## config.mk

```make
export PLATFORM = sky130hd
export DESIGN_NAME = servo_status_frame_parser_flat
export DESIGN_NICKNAME = d
export VERILOG_FILES = /design/src/hw/rtl/ssfp_pkg.sv /design/src/hw/rtl/ssfp_channels.sv /design/src/hw/rtl/ssfp_in_reg.sv /design/src/hw/rtl/ssfp_parser.sv /design/src/hw/rtl/ssfp_out_reg.sv /design/src/hw/rtl/servo_status_frame_parser.sv /design/src/flat_wrapper.sv
export VERILOG_INCLUDE_DIRS = /design/src /design/src/hw/rtl
export SDC_FILE = /design/constraint.sdc
export NUM_CORES = 1
export LEC_CHECK = 0
export ABC_CLOCK_PERIOD_IN_PS = 3890
export BUFFER_PORTS_ARGS = -buffer_cell sky130_fd_sc_hd__buf_2
export CAP_MARGIN = 20
export CORE_UTILIZATION = 45
export CTS_CLUSTER_SIZE = 8
export DETAILED_ROUTE_END_ITERATION = 8
export GPL_TIMING_DRIVEN = 0
export PLACE_DENSITY = 0.71
export SLEW_MARGIN = 20
export SYNTH_ARGS = -nofsm -noshare
export SYNTH_HDL_FRONTEND = slang
export SYNTH_SLANG_ARGS = --single-unit
```

## constraint.sdc

```tcl
create_clock -name clock -period 3.89 [get_ports clock]
set_input_delay 0.5835 -clock clock [delete_from_list [all_inputs] [get_ports clock]]
set_output_delay 0.5835 -clock clock [all_outputs]
set_load 0.05 [all_outputs]
```

## src/hw/rtl/servo_status_frame_parser_macros.svh

```systemverilog
// Assertion macros used by the parser RTL.
`ifndef SERVO_STATUS_FRAME_PARSER_MACROS_SVH
`define SERVO_STATUS_FRAME_PARSER_MACROS_SVH

`ifndef NO_ASSERTIONS
// same-cycle implication, sampled on clock, off while reset is high
`define SSFP_ASSERT(label, ante, cons, msg) \
   label: assert property (@(posedge clock) disable iff (reset) (ante) |-> (cons)) \
      else $error(msg);
// next-cycle implication
`define SSFP_ASSERT_NEXT(label, ante, cons, msg) \
   label: assert property (@(posedge clock) disable iff (reset) (ante) |=> (cons)) \
      else $error(msg);
`else
`define SSFP_ASSERT(label, ante, cons, msg)
`define SSFP_ASSERT_NEXT(label, ante, cons, msg)
`endif

`endif

```

## src/hw/rtl/ssfp_pkg.sv

```systemverilog
package ssfp_pkg;

   localparam int MAX_LENGTH_DEF = 29;

   localparam logic [7:0] PREAMBLE_BYTE = 8'hFF;

   localparam logic [1:0] KIND_PARAM   = 2'd0;
   localparam logic [1:0] KIND_END     = 2'd1;
   localparam logic [1:0] KIND_BAD_LEN = 2'd2;

   typedef struct packed {
      logic       valid;
      logic [7:0] data;
   } byte_slot_type;

   typedef struct packed {
      logic [1:0] kind;
      logic [7:0] servo_id;
      logic [7:0] status_error;
      logic [7:0] frame_length;
      logic [4:0] param_index;
      logic [7:0] value;
      logic       last;
   } rsp_word_type;

   typedef struct packed {
      logic         valid;
      rsp_word_type word;
   } rsp_slot_type;

endpackage

```

## src/hw/rtl/ssfp_channels.sv

```systemverilog
interface ssfp_req_if;
   logic       valid;
   logic       ready;
   logic [7:0] rx_byte;

   modport source (output valid, output rx_byte, input ready);
   modport sink (input valid, input rx_byte, output ready);
endinterface

interface ssfp_rsp_if;
   logic       valid;
   logic       ready;
   logic [1:0] kind;
   logic [7:0] servo_id;
   logic [7:0] status_error;
   logic [7:0] frame_length;
   logic [4:0] param_index;
   logic [7:0] value;
   logic       last;

   modport source (output valid, output kind, output servo_id, output status_error,
                   output frame_length, output param_index, output value,
                   output last, input ready);
   modport sink (input valid, input kind, input servo_id, input status_error,
                 input frame_length, input param_index, input value,
                 input last, output ready);
endinterface

```

## src/hw/rtl/ssfp_in_reg.sv

```systemverilog
module ssfp_in_reg (
   input  logic                   clock,
   input  logic                   reset,
   ssfp_req_if.sink               req_bus,
   input  logic                   advance,
   output ssfp_pkg::byte_slot_type slot
);

   logic       valid_ff;
   logic       valid_in;
   logic [7:0] byte_ff;
   logic       accept;

   assign req_bus.ready = !valid_ff || advance;
   assign accept        = req_bus.valid && req_bus.ready;

   always_comb begin
      if (accept) begin
         valid_in = 1'b1;
      end else if (advance) begin
         valid_in = 1'b0;
      end else begin
         valid_in = valid_ff;
      end
   end

   always_ff @(posedge clock) begin
      if (reset) begin
         valid_ff <= 1'b0;
      end else begin
         valid_ff <= valid_in;
      end
   end

   always_ff @(posedge clock) begin
      if (accept) begin
         byte_ff <= req_bus.rx_byte;
      end
   end

   assign slot.valid = valid_ff;
   assign slot.data  = byte_ff;

endmodule

```

## src/hw/rtl/ssfp_parser.sv

```systemverilog
`include "servo_status_frame_parser_macros.svh"

module ssfp_parser #(
   parameter int MAX_LENGTH = ssfp_pkg::MAX_LENGTH_DEF
) (
   input  logic                    clock,
   input  logic                    reset,
   input  ssfp_pkg::byte_slot_type slot,
   input  logic                    out_free,
   output logic                    advance,
   output ssfp_pkg::rsp_slot_type  res
);

   // count reaches at most MAX_LENGTH-3 in the parameter phase, 2 in the header
   localparam int CNT_W = ($clog2(MAX_LENGTH) > 2) ? $clog2(MAX_LENGTH) : 2;
   localparam logic [7:0] MAX_LEN_BYTE = 8'(MAX_LENGTH);

   localparam logic [1:0] PH_HUNT   = 2'd0;
   localparam logic [1:0] PH_HEADER = 2'd1;
   localparam logic [1:0] PH_DATA   = 2'd2;
   localparam logic [1:0] PH_CHECK  = 2'd3;

   logic [1:0]       phase_ff,  phase_in;
   logic [CNT_W-1:0] count_ff,  count_in;
   logic [7:0]       id_ff,     id_in;
   logic [7:0]       length_ff, length_in;
   logic [7:0]       error_ff,  error_in;

   logic       has_result;
   logic [1:0] kind;
   logic [4:0] index;
   logic [7:0] value;
   logic       last;
   logic       bad_length;
   logic       data_done;
   logic [7:0] b;

   assign b          = slot.data;
   assign bad_length = (length_ff < 8'd2) || (length_ff > MAX_LEN_BYTE);
   assign data_done  = (9'(count_ff) + 9'd3) >= {1'b0, length_ff};

   always_comb begin
      phase_in   = phase_ff;
      count_in   = count_ff;
      id_in      = id_ff;
      length_in  = length_ff;
      error_in   = error_ff;
      has_result = 1'b0;
      kind       = ssfp_pkg::KIND_PARAM;
      index      = 5'd0;
      value      = 8'd0;
      last       = 1'b0;
      unique case (phase_ff)
         PH_HUNT: begin
            if (b == ssfp_pkg::PREAMBLE_BYTE) begin
               if (count_ff != '0) begin
                  count_in = '0;
                  phase_in = PH_HEADER;
               end else begin
                  count_in = count_ff + 1'b1;
               end
            end else begin
               count_in = '0;
            end
         end
         PH_HEADER: begin
            priority if (count_ff == CNT_W'(0)) begin
               id_in = b;
            end else if (count_ff == CNT_W'(1)) begin
               length_in = b;
            end else begin
               error_in = b;
            end
            if (count_ff == CNT_W'(2)) begin
               count_in = '0;
               if (bad_length) begin
                  phase_in   = PH_HUNT;
                  has_result = 1'b1;
                  kind       = ssfp_pkg::KIND_BAD_LEN;
                  last       = 1'b1;
               end else if (length_ff == 8'd2) begin
                  phase_in = PH_CHECK;
               end else begin
                  phase_in = PH_DATA;
               end
            end else begin
               count_in = count_ff + 1'b1;
            end
         end
         PH_DATA: begin
            has_result = 1'b1;
            kind       = ssfp_pkg::KIND_PARAM;
            index      = 5'(count_ff);
            value      = b;
            if (data_done) begin
               count_in = '0;
               phase_in = PH_CHECK;
            end else begin
               count_in = count_ff + 1'b1;
            end
         end
         PH_CHECK: begin
            has_result = 1'b1;
            kind       = ssfp_pkg::KIND_END;
            value      = b;
            last       = 1'b1;
            phase_in   = PH_HUNT;
            count_in   = '0;
         end
         default: begin
            phase_in = PH_HUNT;
         end
      endcase
   end

   assign advance = slot.valid && (!has_result || out_free);

   always_ff @(posedge clock) begin
      if (reset) begin
         phase_ff  <= PH_HUNT;
         count_ff  <= '0;
         id_ff     <= 8'd0;
         length_ff <= 8'd0;
         error_ff  <= 8'd0;
      end else if (advance) begin
         phase_ff  <= phase_in;
         count_ff  <= count_in;
         id_ff     <= id_in;
         length_ff <= length_in;
         error_ff  <= error_in;
      end
   end

   // header fields reflect the byte being parsed, so the error word carries it
   assign res.valid             = advance && has_result;
   assign res.word.kind         = kind;
   assign res.word.servo_id     = id_in;
   assign res.word.status_error = error_in;
   assign res.word.frame_length = length_in;
   assign res.word.param_index  = index;
   assign res.word.value        = value;
   assign res.word.last         = last;

   `SSFP_ASSERT(a_data_len_ok, phase_ff == PH_DATA,
      (length_ff > 8'd2) && (length_ff <= MAX_LEN_BYTE),
      "parameter phase entered with a bad length")
   `SSFP_ASSERT(a_data_count_ok, phase_ff == PH_DATA,
      (9'(count_ff) + 9'd2) < {1'b0, length_ff},
      "parameter count ran past the frame length")
   `SSFP_ASSERT(a_hunt_count_ok, phase_ff == PH_HUNT, count_ff <= CNT_W'(1),
      "preamble count out of range")
   `SSFP_ASSERT_NEXT(a_preamble_done,
      advance && (phase_ff == PH_HUNT) && (count_ff == CNT_W'(1)) &&
      (b == ssfp_pkg::PREAMBLE_BYTE),
      (phase_ff == PH_HEADER) && (count_ff == '0),
      "second preamble byte did not start the header")

endmodule

```

## src/hw/rtl/ssfp_out_reg.sv

```systemverilog
module ssfp_out_reg (
   input  logic                   clock,
   input  logic                   reset,
   input  ssfp_pkg::rsp_slot_type res,
   output logic                   out_free,
   ssfp_rsp_if.source             rsp_bus
);

   logic                   valid_ff;
   logic                   valid_in;
   ssfp_pkg::rsp_word_type word_ff;

   assign out_free = !valid_ff || rsp_bus.ready;

   always_comb begin
      if (res.valid) begin
         valid_in = 1'b1;
      end else if (rsp_bus.ready) begin
         valid_in = 1'b0;
      end else begin
         valid_in = valid_ff;
      end
   end

   always_ff @(posedge clock) begin
      if (reset) begin
         valid_ff <= 1'b0;
      end else begin
         valid_ff <= valid_in;
      end
   end

   always_ff @(posedge clock) begin
      if (res.valid) begin
         word_ff <= res.word;
      end
   end

   assign rsp_bus.valid        = valid_ff;
   assign rsp_bus.kind         = word_ff.kind;
   assign rsp_bus.servo_id     = word_ff.servo_id;
   assign rsp_bus.status_error = word_ff.status_error;
   assign rsp_bus.frame_length = word_ff.frame_length;
   assign rsp_bus.param_index  = word_ff.param_index;
   assign rsp_bus.value        = word_ff.value;
   assign rsp_bus.last         = word_ff.last;

endmodule

```

## src/hw/rtl/servo_status_frame_parser.sv

```systemverilog
// Status frame parser for a half-duplex servo bus.
// req_bus carries one received line byte per word. The parser hunts for two
// 0xFF bytes in a row, takes id, length and error, then reports each
// parameter byte (kind 0, with its index) and finally the checksum byte
// (kind 1, last set). The checksum is not verified. A length below 2 or above
// MAX_LENGTH gives one kind 2 word with last set and the parser goes back
// to hunting. Otherwise header and preamble bytes produce no rsp_bus word.
// A byte taken into the input register passes through the parse logic into
// the output register, from which it appears on rsp_bus.
// Throughput: one byte per cycle unless stalled; parse state is registered.
// When rsp_bus stalls, the output register holds its word and the input
// register still takes one more byte; req_bus.ready drops only when both are
// full. Bytes that produce no word keep flowing through a stalled output.
// Reset (synchronous) empties both registers and restarts preamble hunting.
module servo_status_frame_parser #(
   parameter int MAX_LENGTH = ssfp_pkg::MAX_LENGTH_DEF
) (
   input  logic        clock,
   input  logic        reset,
   ssfp_req_if.sink    req_bus,
   ssfp_rsp_if.source  rsp_bus
);

   ssfp_pkg::byte_slot_type slot;
   ssfp_pkg::rsp_slot_type  res;
   logic                    advance;
   logic                    out_free;

   ssfp_in_reg u_in_reg (
      .clock   (clock),
      .reset   (reset),
      .req_bus (req_bus),
      .advance (advance),
      .slot    (slot)
   );

   ssfp_parser #(
      .MAX_LENGTH (MAX_LENGTH)
   ) u_parser (
      .clock    (clock),
      .reset    (reset),
      .slot     (slot),
      .out_free (out_free),
      .advance  (advance),
      .res      (res)
   );

   ssfp_out_reg u_out_reg (
      .clock    (clock),
      .reset    (reset),
      .res      (res),
      .out_free (out_free),
      .rsp_bus  (rsp_bus)
   );

endmodule

```

## src/flat_wrapper.sv

```systemverilog
// flat-port wrapper written by rule: the top's interface ports become plain ports
module servo_status_frame_parser_flat 
#(
   parameter int MAX_LENGTH = ssfp_pkg::MAX_LENGTH_DEF
)
  (clock, reset, req_bus_valid, req_bus_rx_byte, req_bus_ready, rsp_bus_valid, rsp_bus_kind, rsp_bus_servo_id, rsp_bus_status_error, rsp_bus_frame_length, rsp_bus_param_index, rsp_bus_value, rsp_bus_last, rsp_bus_ready);
  ssfp_req_if req_bus_i ();
  ssfp_rsp_if rsp_bus_i ();
  input  logic clock;
  input  logic reset;
  input wire logic [$bits(req_bus_i.valid)-1:0] req_bus_valid;
  input wire logic [$bits(req_bus_i.rx_byte)-1:0] req_bus_rx_byte;
  output wire logic [$bits(req_bus_i.ready)-1:0] req_bus_ready;
  output wire logic [$bits(rsp_bus_i.valid)-1:0] rsp_bus_valid;
  output wire logic [$bits(rsp_bus_i.kind)-1:0] rsp_bus_kind;
  output wire logic [$bits(rsp_bus_i.servo_id)-1:0] rsp_bus_servo_id;
  output wire logic [$bits(rsp_bus_i.status_error)-1:0] rsp_bus_status_error;
  output wire logic [$bits(rsp_bus_i.frame_length)-1:0] rsp_bus_frame_length;
  output wire logic [$bits(rsp_bus_i.param_index)-1:0] rsp_bus_param_index;
  output wire logic [$bits(rsp_bus_i.value)-1:0] rsp_bus_value;
  output wire logic [$bits(rsp_bus_i.last)-1:0] rsp_bus_last;
  input wire logic [$bits(rsp_bus_i.ready)-1:0] rsp_bus_ready;
  assign req_bus_i.valid = req_bus_valid;
  assign req_bus_i.rx_byte = req_bus_rx_byte;
  assign req_bus_ready = req_bus_i.ready;
  assign rsp_bus_valid = rsp_bus_i.valid;
  assign rsp_bus_kind = rsp_bus_i.kind;
  assign rsp_bus_servo_id = rsp_bus_i.servo_id;
  assign rsp_bus_status_error = rsp_bus_i.status_error;
  assign rsp_bus_frame_length = rsp_bus_i.frame_length;
  assign rsp_bus_param_index = rsp_bus_i.param_index;
  assign rsp_bus_value = rsp_bus_i.value;
  assign rsp_bus_last = rsp_bus_i.last;
  assign rsp_bus_i.ready = rsp_bus_ready;
  servo_status_frame_parser #(.MAX_LENGTH(MAX_LENGTH)) u_core (.clock(clock), .reset(reset), .req_bus(req_bus_i), .rsp_bus(rsp_bus_i));
endmodule
```

## After elaboration in Yosys (flattened, before gate mapping)

Cells that the tools add are included.

- Latch bits: 0
- Bits in writable memories: 0
- ROM bits: 0
- Logic and storage cells: 79
- Register bits after elaboration: 81
- Output and inout bits: 42
- Memories: 0

- $add $sub $neg: 2
- Shift operators: 0
- Divide/modulo/power cells: 0
- Eq/ne operators: 11
- Reductions and logical operators: 17
- Mux-type cells: 31
- $lt $le $gt $ge: 3
- $mul: 0
- Bitwise logic cells: 0

Operators with widths:

| operator | number |
|---|---|
| two-way mux 8 bit | 8 |
| two-way mux 5 bit | 4 |
| one-hot mux 5 bit (4 select lines) | 1 |
| two-way mux 2 bit | 7 |
| == test 8 x 2 -> 1 bit (second input constant) | 1 |
| == test 8 bit (second input constant) | 1 |
| >= comparator 6 x 8 -> 1 bit | 1 |
| greater-than comparator 8 x 5 -> 1 bit (second input constant) | 1 |
| less-than comparator 8 x 2 -> 1 bit (second input constant) | 1 |
| inequality test 2 bit (second input constant) | 4 |
| one-hot mux 2 bit (4 select lines) | 1 |
| two-way mux 1 bit | 7 |
| adder 5 x 2 -> 6 bit (second input constant) | 1 |
| adder 5 x 1 -> 5 bit (second input constant) | 1 |
| == test 5 x 1 -> 1 bit (second input constant) | 1 |
| == test 5 x 2 -> 1 bit (second input constant) | 1 |
| logical NOT 5 bit | 1 |
| AND reduction 5 bit | 1 |
| nonzero test 5 bit | 1 |
| == test 2 bit (second input constant) | 2 |
| logical OR 1 bit | 4 |
| one-hot mux 1 bit (2 select lines) | 2 |
| one-hot mux 2 bit (2 select lines) | 1 |
| nonzero test 2 bit | 2 |
| other kinds (5) | 9 |

## Logic depth before layout (Yosys ltp)

Gate-level depths: netlist of the first run.

- Word-level depth: 11
- Mapped depth: 10
- Gate-level depth less buffers: 10

## Cells and area by module

A second synthesis of the first run with hierarchy kept.

- Cell total of the unflattened synthesis: 291
- Area, all modules: 3618.5 µm²

Modules (own cells, without submodules):

| module | cells each | instances | area each (µm²) |
|---|---|---|---|
| ssfp_parser | 233 | 1 | 2068.2 |
| ssfp_out_reg | 44 | 1 | 1247.4 |
| ssfp_in_reg | 14 | 1 | 302.8 |

## Worst setup path after synthesis of the first run

Ideal clock, no wire load.

- Path type: register to register
- Start: register u_core.u_out_reg.valid_ff (netlist: u_core.u_out_reg.rsp_bus.valid)
- End: register u_core.u_out_reg.word_ff (netlist bit u_core.u_out_reg.rsp_bus.frame_length[0]), enable pin
- Path slack: 0.851 ns
- Library setup time: 0.401 ns
- Arrival time: 2.637 ns
- Cell stages (with the launch flop): 7
- Period minus slack after synthesis: 3.039 ns
- Path buffers: 2
- Cell sequence: dfxtp_1 nor2b_1 clkbuf_1 a21bo_1 a21oi_2 buf_6 and2_1

RTL lines:

| what | line | source |
|---|---|---|
| start, declared | ssfp_out_reg.sv:9 | `logic valid_ff;` |
| start signal, assigned | ssfp_out_reg.sv:29 | `valid_ff <= valid_in;` |
| end signal, assigned | ssfp_out_reg.sv:35 | `word_ff <= res.word;` |
| end, declared | ssfp_out_reg.sv:11 | `ssfp_pkg::rsp_word_type word_ff;` |

## Final worst setup path of the first run

- Start: register u_core.u_parser.count_ff[0]
- End: output req_bus_ready

- Cells in the longest elaborated chain, start to end: 7

RTL lines:

| what | line | source |
|---|---|---|
| start, declared | ssfp_parser.sv:24 | `logic [CNT_W-1:0] count_ff, count_in;` |
| start signal, assigned | ssfp_parser.sv:127 | `count_ff <= count_in;` |
| == test 5 x 2 -> 1 bit | ssfp_parser.sv:74 | `if (count_ff == CNT_W'(2)) begin` |
| two-way mux 1 bit | ssfp_parser.sv:74 |  |
| one-hot mux 1 bit (2 select lines) | ssfp_parser.sv:53 | `unique case (phase_ff)` |
| logical NOT 1 bit | ssfp_parser.sv:116 | `assign advance = slot.valid && (!has_result \|\| out_free);` |
| logical OR 1 bit | ssfp_parser.sv:116 |  |
| logical AND 1 bit | ssfp_parser.sv:116 |  |
| logical OR 1 bit | ssfp_in_reg.sv:14 | `assign req_bus.ready = !valid_ff \|\| advance;` |
| end, declared | flat_wrapper.sv:13 | `output wire logic [$bits(req_bus_i.ready)-1:0] req_bus_ready;` |

No other way between the ends.

==> results.py, run 1 <==
metrics = {
    "placement": {
        "post-place-ws_ns": 0.963,
        "routabilityCongestion": 0.863,
        "place_hpwl_mm": 4.97,
        "io_buffers": 53,
    },
    "clock_tree": {
        "cts_tree": "done",
        "clk_pin_slew_worst_paths_ns": 0.09,
        "clockBufferDepth": 2,
        "cts_buffers": 9,
        "clock_latency_ns": 0.36,
        "ctsHtreeMaxLevel": 3,
        "ctsResizeCount": 0,
        "clkSinkCount": 81,
        "cts.root.buffer_cell": "clkbuf_8",
        "cts_hold_buf": 0,
        "cts_setup_buffers": 0,
    },
    "power": {
        "p_comb_share_pct": 4.9,
        "internal-power_mw": 1.20,
        "pwr-share-seq_pct": 58.9,
        "powerDensity_nw_per_um2": 382,
        "power_switching_mw": 0.391,
        "irDropWorstVdd_v": 0.000235,
        "leakagePower_nw": 1.44,
        "clockPowerShare_pct": 36.2,
        "sw_frac_of_total_pct": 24.5,
    },
    "sta": {
        "tightest_slew_ns": 1.03,
        "tns_ns": 0,
        "drv_slew": 0,
        "hold_viol": 0,
        "timing.final.crit_share_pct": 77.0,
        "skew_ns": 0.0144,
        "rsz0062_at_grt": "false",
        "fmax_mhz": 334,
        "setup_viol": 0,
        "slew_headroom_pct": 31.0,
        "worst_slack_ns": 0.894,
        "fin_crit_ns": 3.00,
    },
    "global_route": {
        "grt-ovfl-total": 0,
        "grt_max_degree": 28,
        "grtUsageTotal_pct": 18.3,
        "antenna_found_initial": 0,
        "grt_pass1_vias": 2303,
        "grt_pass1_wl_mm": 11.3,
    },
    "synth": {
        "synth-edff-count": 48,
        "ys_warn_count": 0,
        "ys_types": 45,
        "ys_ff_latch": 81,
        "synth_nets": 312,
        "syn-cell-area_um2": 3580,
        "synth_ff_type": "edfxtp_1",
        "avgSynthCellArea_um2": 12.4,
        "syn_inst": 289,
        "seq_area_frac_synth_pct": 58.8,
        "async_flop_share_pct": 0,
    },
    "routing": {
        "ant_nets": 0,
        "wl_mm": 7.37,
        "dr.pass1.iters": 7,
        "remaining_drc_errors": 0,
        "vias": 2434,
        "avgViaCountPerCell": 5.28,
        "drt-met1-wl_mm": 3.19,
        "wl_per_cell_um": 16.0,
        "drtIter0Drc": 184,
        "routed-wl-met2_mm": 3.68,
        "routed.top_layer": "met4",
        "routed-wl-met3_um": 372,
    },
    "floorplanning": {
        "initial_utilization_pct": 46.3,
        "ios": 54,
        "die-area_um2": 8310,
        "die_w_um": 91.2,
        "coreArea_um2": 7730,
        "die_y_um": 91.2,
        "rows": 32,
    },
    "critical_path": {
        "endpoint_kind": "primary output",
        "cp_max_fo": 8,
        "worstPathRequired_ns": 3.31,
        "start_kind": "flip-flop",
        "slowest_delay_ns": 0.54,
        "cp.arrival_ns": 2.41,
        "slowest_stage": "a311oi_4",
        "crit_chain": "inv_1 > ha_1 > nand3b_1 > a311oi_4 > or2_2 > nand3_1 > buf_2",
        "crit_type": "flip-flop to primary output",
    },
    "finish": {
        "nets": 377,
        "layout_common_cells": "55 x buf_2, 48 x edfxtp_1, 33 x dfxtp_1",
        "layout-drive-gt1-share_pct": 32.3,
        "antennaDiodeCount": 0,
        "area_growth_syn_to_layout_pct": 16.8,
        "final_common_cell": "buf_2",
    },
    "run": {
        "timing.max_cap.violations": 0,
    },
    "status": {
        "outcome": "complete, no violations",
    },
    "worst_hold_path": {
        "hold_path.class": "input pin to flip-flop",
    },
}
cell type report:
cell class,count,area [um2]
fill,659,3550
sequential,81,2100
multi-input combinational,186,1370
timing repair buffer,54,285
clock buffer,10,138
tap,102,128
buffer,11,70.1
clock inverter,6,48.8
inverter,11,41.3
flip-flops by register name, summed over array words and instances, names as in the netlist, named ones only:
signal / flops
u_core.u_out_reg.rsp_bus.servo_id: 8
u_core.u_out_reg.rsp_bus.status_error: 8
u_core.u_out_reg.rsp_bus.kind: 2
u_core.u_out_reg.rsp_bus.value: 8
u_core.u_parser.length_ff: 8
u_core.u_in_reg.valid_ff: 1
u_core.u_parser.error_ff: 8
u_core.u_parser.id_ff: 8
u_core.u_out_reg.rsp_bus.param_index: 5
u_core.u_parser.phase_ff: 1
u_core.u_out_reg.rsp_bus.frame_length: 8
u_core.u_parser.count_ff: 5
u_core.u_out_reg.rsp_bus.last: 1
u_core.u_in_reg.byte_ff: 8
u_core.u_out_reg.rsp_bus.valid: 1
Yosys cell counts (2+ instances only):
cell type  number  area [um2]
a211oi_1        4        30.0
a211oi_2        4        50.1
a21oi_1        15        75.1
and2_1         16         100
buf_2           2        10.0
buf_6           3        33.8
clkbuf_1        5        18.8
dfxtp_1        33         661
edfxtp_1       48        1440
ha_1           11         138
inv_1          11        41.3
mux2_2         24         270
mux2i_1         9        90.1
nand2_1        20        75.1
nand3_1         6        30.0
nand3b_1        2        15.0
nand4_1         3        18.8
nor2_1         30         113
nor2b_1         3        18.8
nor3_1          7        35.0
nor3_2          2        20.0
o21ai_0         3        15.0
xnor2_1         6        52.6
path summary, 6_finish.rpt:
check                                            startpoint                                        to  slack [ns]  cells after the start
worst max-delay path            u_core.u_parser.count_ff[0]                             req_bus_ready        0.89                      7
worst min-delay path                     req_bus_rx_byte[0]                u_core.u_in_reg.byte_ff[0]        0.40                      1
worst max register to register  u_core.u_parser.count_ff[0]  u_core.u_out_reg.rsp_bus.frame_length[1]        1.11                      8
worst min register to register  u_core.u_parser.error_ff[4]               u_core.u_parser.error_ff[4]        0.45                      2
logic make-up after synthesis:
group / Yosys count / share of synthesized area (%)
simple gates: 98 / 13.9
compound gates: 37 / 8.60
xor+xnor: 7 / 1.71
buf+inv: 22 / 3.11
flops: 81 / 58.8
mux: 33 / 10.1
fa+ha+maj: 11 / 3.85
per-layer routing:
| metal | up-vias | global-route usage (%) |
|---|---|---|
| li1 | 1172 | - |
| met1 | 1173 | 23.3 |
| met2 | 80 | 30.1 |
| met3 | 9 | 4.19 |
| met4 | 0 | 7.80 |
| met5 | - | 0 |
through the flow:
stage	power (mW)	std cells	util, %	hold slack [ns]	area, um2
6_report	1.59	461	54.1	0.396	4180
5_1_grt	1.64	461	54.1	0.376	4180
4_1_cts	1.60	461	54.1	0.385	4180
3_5_place_dp	1.03	445	51.7	0.445	3990
3_3_place_gp	1.03	444	51.4	0.438	3970
2_1_floorplan	1.00	289	-	0.433	3580
power by group through the flow:
stage | Combinational [mW] | Clock [mW] | Sequential, mW
CTS | 0.0774 | 0.586 | 0.939
finish | 0.0775 | 0.577 | 0.939
global placement | 0.0747 | 0 | 0.958
global route | 0.0856 | 0.617 | 0.941
detailed placement | 0.0768 | 0 | 0.958
floorplan | 0.0579 | 0 | 0.947
worst max-delay path, delay by kind of cell, from the launching register on:
kind                       cells  cell delay [ns]
AOI/OAI and AO/OA              1             0.54
adders and majority gates      1             0.20
buffers and inverters          2             0.42
DFF                            1             0.41
and+or+nand+nor                3             0.47
Note: power is estimated with default switching activity, not from simulation.
==> run 2: changes to the inputs <==
--- a/config.mk
+++ b/config.mk
@@ -6,14 +6,14 @@
 export SDC_FILE = /design/constraint.sdc
 export NUM_CORES = 1
 export LEC_CHECK = 0
-export ABC_CLOCK_PERIOD_IN_PS = 3890
+export ABC_CLOCK_PERIOD_IN_PS = 2700
 export BUFFER_PORTS_ARGS = -buffer_cell sky130_fd_sc_hd__buf_2
 export CAP_MARGIN = 20
 export CORE_UTILIZATION = 45
 export CTS_CLUSTER_SIZE = 8
 export DETAILED_ROUTE_END_ITERATION = 8
 export GPL_TIMING_DRIVEN = 0
-export PLACE_DENSITY = 0.71
+export PLACE_DENSITY = 0.74
 export SLEW_MARGIN = 20
 export SYNTH_ARGS = -nofsm -noshare
 export SYNTH_HDL_FRONTEND = slang
==> constraint.sdc (replaced) <==
create_clock -name clock -period 2.7 [get_ports clock]
set_input_delay 0.405 -clock clock [delete_from_list [all_inputs] [get_ports clock]]
set_output_delay 0.405 -clock clock [all_outputs]
set_load 0.05 [all_outputs]
==> run 2 against run 1 <==
Cell count up 0.87%. Via count shrank 0.66%. Combinational power grew 48%. Critical endpoint unchanged. Largest cell class unchanged.
==> results.py, run 2 (synthesized netlist as in run 1, its figures left out) <==
metrics = {
    "power": {
        "powerDensity_nw_per_um2": 584,
        "irDropWorstVdd_v": 0.000224,
        "pwr-share-seq_pct": 54.3,
        "internal-power_mw": 1.93,
        "sw_frac_of_total_pct": 22.6,
        "leakagePower_nw": 1.49,
        "p_comb_share_pct": 4.6,
        "power_switching_mw": 0.562,
        "clockPowerShare_pct": 41.1,
    },
    "sta": {
        "slew_headroom_pct": 39.5,
        "setup_viol": 0,
        "hold_viol": 0,
        "tns_ns": 0,
        "timing.final.crit_share_pct": 95.0,
        "tightest_slew_ns": 0.903,
        "rsz0062_at_grt": "false",
        "drv_slew": 0,
        "fin_crit_ns": 2.56,
        "worst_slack_ns": 0.136,
        "fmax_mhz": 390,
        "skew_ns": 0.0105,
    },
    "global_route": {
        "grt_pass1_vias": 2354,
        "grt_pass1_wl_mm": 11.8,
        "antenna_found_initial": 0,
        "grt_max_degree": 41,
        "grt-ovfl-total": 0,
        "grtUsageTotal_pct": 18.9,
    },
    "clock_tree": {
        "ctsHtreeMaxLevel": 3,
        "cts_hold_buf": 0,
        "clock_latency_ns": 0.35,
        "cts_tree": "done",
        "cts.root.buffer_cell": "clkbuf_8",
        "clkSinkCount": 81,
        "clockBufferDepth": 2,
        "cts_buffers": 9,
        "clk_pin_slew_worst_paths_ns": 0.09,
    },
    "floorplanning": {
        "initial_utilization_pct": 46.3,
        "coreArea_um2": 7730,
        "die-area_um2": 8310,
        "rows": 32,
        "die_w_um": 91.2,
        "ios": 54,
        "die_y_um": 91.2,
    },
    "finish": {
        "instances_no_fill": 465,
        "nets": 381,
        "final_common_cell": "buf_2",
        "n_fill_cell": 664,
        "finish.utilization_pct": 55.1,
        "antennaDiodeCount": 0,
        "layout-drive-gt1-share_pct": 33.6,
        "area_growth_syn_to_layout_pct": 19.1,
        "layout_common_cells": "54 x buf_2, 48 x edfxtp_1, 32 x dfxtp_1",
    },
    "routing": {
        "wl_per_cell_um": 15.8,
        "dr.pass1.iters": 4,
        "ant_nets": 0,
        "vias": 2418,
        "remaining_drc_errors": 0,
        "avgViaCountPerCell": 5.20,
        "drtIter0Drc": 143,
        "wl_mm": 7.36,
    },
    "placement": {
        "place_hpwl_mm": 4.81,
        "dp_cells": 444,
        "post-place-ws_ns": -0.308,
        "io_buffers": 53,
        "routabilityCongestion": 0.866,
    },
    "worst_hold_path": {
        "hold_path.class": "input pin to flip-flop",
        "min_to": "u_core.u_in_reg.byte_ff[5]",
        "min_from": "req_bus_rx_byte[5]",
        "min_path_cells": 1,
    },
    "critical_path": {
        "worstPathRequired_ns": 2.30,
        "crit_chain": "or4_4 > a311oi_4 > or2_4 > nand3_1 > buf_6",
        "rrSetupSlack_ns": 0.18,
        "cp.arrival_ns": 2.16,
        "regToRegStartpoint": "u_core.u_parser.count_ff[1]",
        "cp_max_fo": 5,
        "r2r_end": "u_core.u_parser.count_ff[3]",
        "reg2reg_depth": 11,
        "slowest_stage": "or4_4",
        "endpoint_kind": "primary output",
        "crit_type": "flip-flop to primary output",
        "slowest_delay_ns": 0.55,
        "start_kind": "flip-flop",
    },
    "status": {
        "outcome": "complete, no violations",
    },
    "run": {
        "timing.max_cap.violations": 0,
    },
}
[run 2: how the worst max path moves through the flow]
| stage | start | cells after the start | end |
|---|---|---|---|
| 5_1_grt | u_core.u_parser.count_ff[0] | 7 | req_bus_ready |
| 2_1_floorplan | u_core.u_out_reg.rsp_bus.valid | 6 | u_core.u_out_reg.rsp_bus.frame_length[0] |
| 4_1_cts | u_core.u_parser.count_ff[0] | 7 | u_core.u_out_reg.rsp_bus.servo_id[7] |
| 3_3_place_gp | u_core.u_parser.count_ff[0] | 7 | u_core.u_out_reg.rsp_bus.status_error[2] |
| 3_5_place_dp | rsp_bus_ready | 7 | u_core.u_out_reg.rsp_bus.frame_length[0] |
| 6_report | u_core.u_parser.length_ff[2] | 5 | req_bus_ready |
[run 2: final cells by class]
class                   count  area, um2  area share [%]
flip-flops and latches     81       2100            49.4
multi-input cells         187       1380            32.4
inverters                  11       41.3           0.969
plain buffers              11       70.1            1.64
well taps                 102        128            2.99
repair buffers             57        302            7.08
clock inverters             6       97.6            2.29
clock buffers              10        138            3.23
[run 2: critical path: cells and delay by family (launching register included)]
| family | cells | cell delay (ns) |
|---|---|---|
| simple gates | 3 | 0.88 |
| flops | 1 | 0.36 |
| compound gates | 1 | 0.36 |
| buf+inv | 1 | 0.21 |
[run 2: timing repair]
item                       in CTS  in global routing
resized for setup               5                  3
gates cloned                    0                  1
setup endpoints to repair      46                 55
pin swaps                       3                  2
setup buffers                   3                  1
[run 2: stage by stage]
step                cell area, um2  hold WS (ns)  power [mW]
detailed placement            3970         0.450        1.49
global placement              3970         0.438        1.49
finish                        4260         0.220        2.49
CTS                           4240         0.216        2.50
global route                  4260         0.210        2.56
floorplan                     3580         0.433        1.45
[run 2: routing by layer]
layer / vias up / global-route usage, % / wire length, um
met5: - / 0 / 0
met1: 1156 / 24.0 / 3270
met2: 72 / 30.7 / 3630
met4: 0 / 8.47 / 134
met3: 10 / 4.10 / 329
li1: 1180 / - / -
[run 2: power groups by stage]
stage          combinational (mW)  sequential (mW)  clock, mW
2_1_floorplan              0.0835             1.36          0
3_3_place_gp                0.110             1.38          0
3_5_place_dp                0.112             1.38          0
4_1_cts                     0.115             1.35       1.03
5_1_grt                     0.129             1.35       1.08
6_report                    0.115             1.35       1.02
==> run 3: changes to the inputs <==
--- a/config.mk
+++ b/config.mk
@@ -6,14 +6,14 @@
 export SDC_FILE = /design/constraint.sdc
 export NUM_CORES = 1
 export LEC_CHECK = 0
-export ABC_CLOCK_PERIOD_IN_PS = 2700
+export ABC_CLOCK_PERIOD_IN_PS = 2450
 export BUFFER_PORTS_ARGS = -buffer_cell sky130_fd_sc_hd__buf_2
 export CAP_MARGIN = 20
 export CORE_UTILIZATION = 45
 export CTS_CLUSTER_SIZE = 8
 export DETAILED_ROUTE_END_ITERATION = 8
 export GPL_TIMING_DRIVEN = 0
-export PLACE_DENSITY = 0.74
+export PLACE_DENSITY = 0.68
 export SLEW_MARGIN = 20
 export SYNTH_ARGS = -nofsm -noshare
 export SYNTH_HDL_FRONTEND = slang
==> constraint.sdc (replaced) <==
create_clock -name clock -period 2.45 [get_ports clock]
set_input_delay 0.3675 -clock clock [delete_from_list [all_inputs] [get_ports clock]]
set_output_delay 0.3675 -clock clock [all_outputs]
set_load 0.05 [all_outputs]
==> run 3 against run 2 <==
Design area grew 1.4%. Critical path type unchanged. Sequential cell count did not move. Critical endpoint unchanged. Highest routed layer unchanged. First-iteration DRC count fell by 20%.
==> results.py, run 3 (synthesized netlist as in run 1, its figures left out) <==
metrics = {
    "status": {
        "outcome": "complete, no violations",
    },
    "placement": {
        "post_dp_cell_area_um2": 3970,
        "dp_cells": 444,
        "post-place-ws_ns": -0.357,
        "place_hpwl_mm": 4.83,
        "io_buffers": 53,
        "routabilityCongestion": 0.809,
    },
    "sta": {
        "drv_slew": 0,
        "hold_viol": 0,
        "fin_crit_ns": 2.42,
        "skew_ns": 0.00703,
        "timing.final.crit_share_pct": 98.9,
        "fmax_mhz": 413,
        "holdWs_ns": 0.188,
        "slew_headroom_pct": 54.0,
        "tightest_slew_ns": 0.689,
        "worst_slack_ns": 0.0279,
        "tns_ns": 0,
        "setup_viol": 0,
        "rsz0062_at_grt": "true",
    },
    "floorplanning": {
        "rows": 32,
        "initial_utilization_pct": 46.3,
        "die_y_um": 91.2,
        "ios": 54,
        "coreArea_um2": 7730,
        "die_w_um": 91.2,
        "die-area_um2": 8310,
    },
    "finish": {
        "layout-drive-gt1-share_pct": 38.3,
        "seqCellArea_um2": 2120,
        "area_growth_syn_to_layout_pct": 20.8,
        "multiInputGateArea_um2": 1430,
        "final_common_cell": "buf_2",
        "postLayoutCellArea_um2": 4320,
        "finish.utilization_pct": 55.9,
        "layout_common_cells": "53 x buf_2, 48 x edfxtp_1, 29 x nor2_1",
        "n_fill_cell": 670,
        "nets": 386,
        "instances_no_fill": 470,
        "antennaDiodeCount": 0,
    },
    "critical_path": {
        "slowest_stage": "or4_4",
        "slowest_delay_ns": 0.55,
        "crit_type": "flip-flop to primary output",
        "cp_max_fo": 4,
        "start_kind": "flip-flop",
        "worstPathRequired_ns": 2.08,
        "crit_chain": "or4_4 > a311oi_4 > or2_4 > nand3_4 > buf_6",
        "worst-path-buf-inv": 1,
        "endpoint_kind": "primary output",
        "startpoint": "u_core.u_parser.length_ff[2]",
        "regToRegStartpoint": "u_core.u_out_reg.rsp_bus.valid",
        "cp.arrival_ns": 2.05,
        "rrSetupSlack_ns": 0.11,
        "critPathTopFamily": "simple AND/OR/NAND/NOR gates",
    },
    "global_route": {
        "grtUsageTotal_pct": 19.0,
        "grt_pass1_vias": 2349,
        "grt_pass1_wl_mm": 11.8,
        "grt-ovfl-total": 0,
        "antenna_found_initial": 0,
        "grt_max_degree": 21,
    },
    "routing": {
        "drtIter0Drc": 115,
        "wl_per_cell_um": 16.0,
        "dr.pass1.iters": 4,
        "ant_nets": 0,
        "avgViaCountPerCell": 5.14,
        "vias": 2415,
        "remaining_drc_errors": 0,
        "wl_mm": 7.50,
    },
    "clock_tree": {
        "cts_hold_buf": 0,
        "cts_tree": "done",
        "clkSinkCount": 81,
        "cts.root.buffer_cell": "clkbuf_8",
        "clockBufferDepth": 2,
        "clk_pin_slew_worst_paths_ns": 0.08,
        "cts_buffers": 9,
        "clock_latency_ns": 0.35,
        "ctsHtreeMaxLevel": 3,
    },
    "worst_hold_path": {
        "hold_path.class": "input pin to flip-flop",
        "min_from": "req_bus_rx_byte[5]",
    },
    "power": {
        "powerDensity_nw_per_um2": 604,
        "irDropWorstVdd_v": 0.000339,
        "power_mw": 2.61,
        "leakagePower_nw": 1.50,
    },
    "run": {
        "timing.max_cap.violations": 0,
    },
}
[run 3: changes by cell type in the layout (fill, tap and decap cells not counted), sizes merged]
cell      change
bufinv        -1
and2          +1
clkinv        +1
clkbuf        -1
clkinvlp      +1
buf           +4
[run 3: final timing paths]
path,to,depth (start not counted)
worst max-delay path,req_bus_ready,5
worst min-delay path,u_core.u_in_reg.byte_ff[5],1
worst max register to register,u_core.u_out_reg.rsp_bus.value[3],6
worst min register to register,u_core.u_parser.error_ff[3],2
[run 3: area by class of cell]
cell class / instances / area share (%)
flip-flops and latches: 81 / 49.0
multi-input cells: 188 / 33.1
repair buffers: 63 / 8.02
well taps: 102 / 2.95
clock buffers: 9 / 2.87
clock inverters: 7 / 1.80
plain buffers: 9 / 1.33
inverters: 11 / 0.955
[run 3: per-layer routing]
layer / track usage (%) / vias up / part of all wire, %
met2: 29.5 / 63 / 46
met5: 0 / - / 0
met3: 3.77 / 26 / 3.6
met4: 11.4 / 0 / 3.7
met1: 24.6 / 1141 / 47
li1: - / 1185 / -
[run 3: power by group]
group,leakage [nW],switching [mW],internal (mW)
combinational,0.761,0.0751,0.0592
sequential,0.644,0.0381,1.45
clock,0.101,0.504,0.481
[run 3: timing repair]
action,CTS,global route
buffers inserted,6,4
resized for setup,16,9
gates cloned,1,1
pin swaps,6,4
setup endpoints to repair,55,47
[run 3: worst reg2reg max path, stage by stage, from the launching register on]
cell	delay [ns]
dfxtp_1	0.31
nor2b_1	0.12
clkbuf_1	0.31
a21bo_1	0.40
a21oi_4	0.33
buf_6	0.21
and2_4	0.34
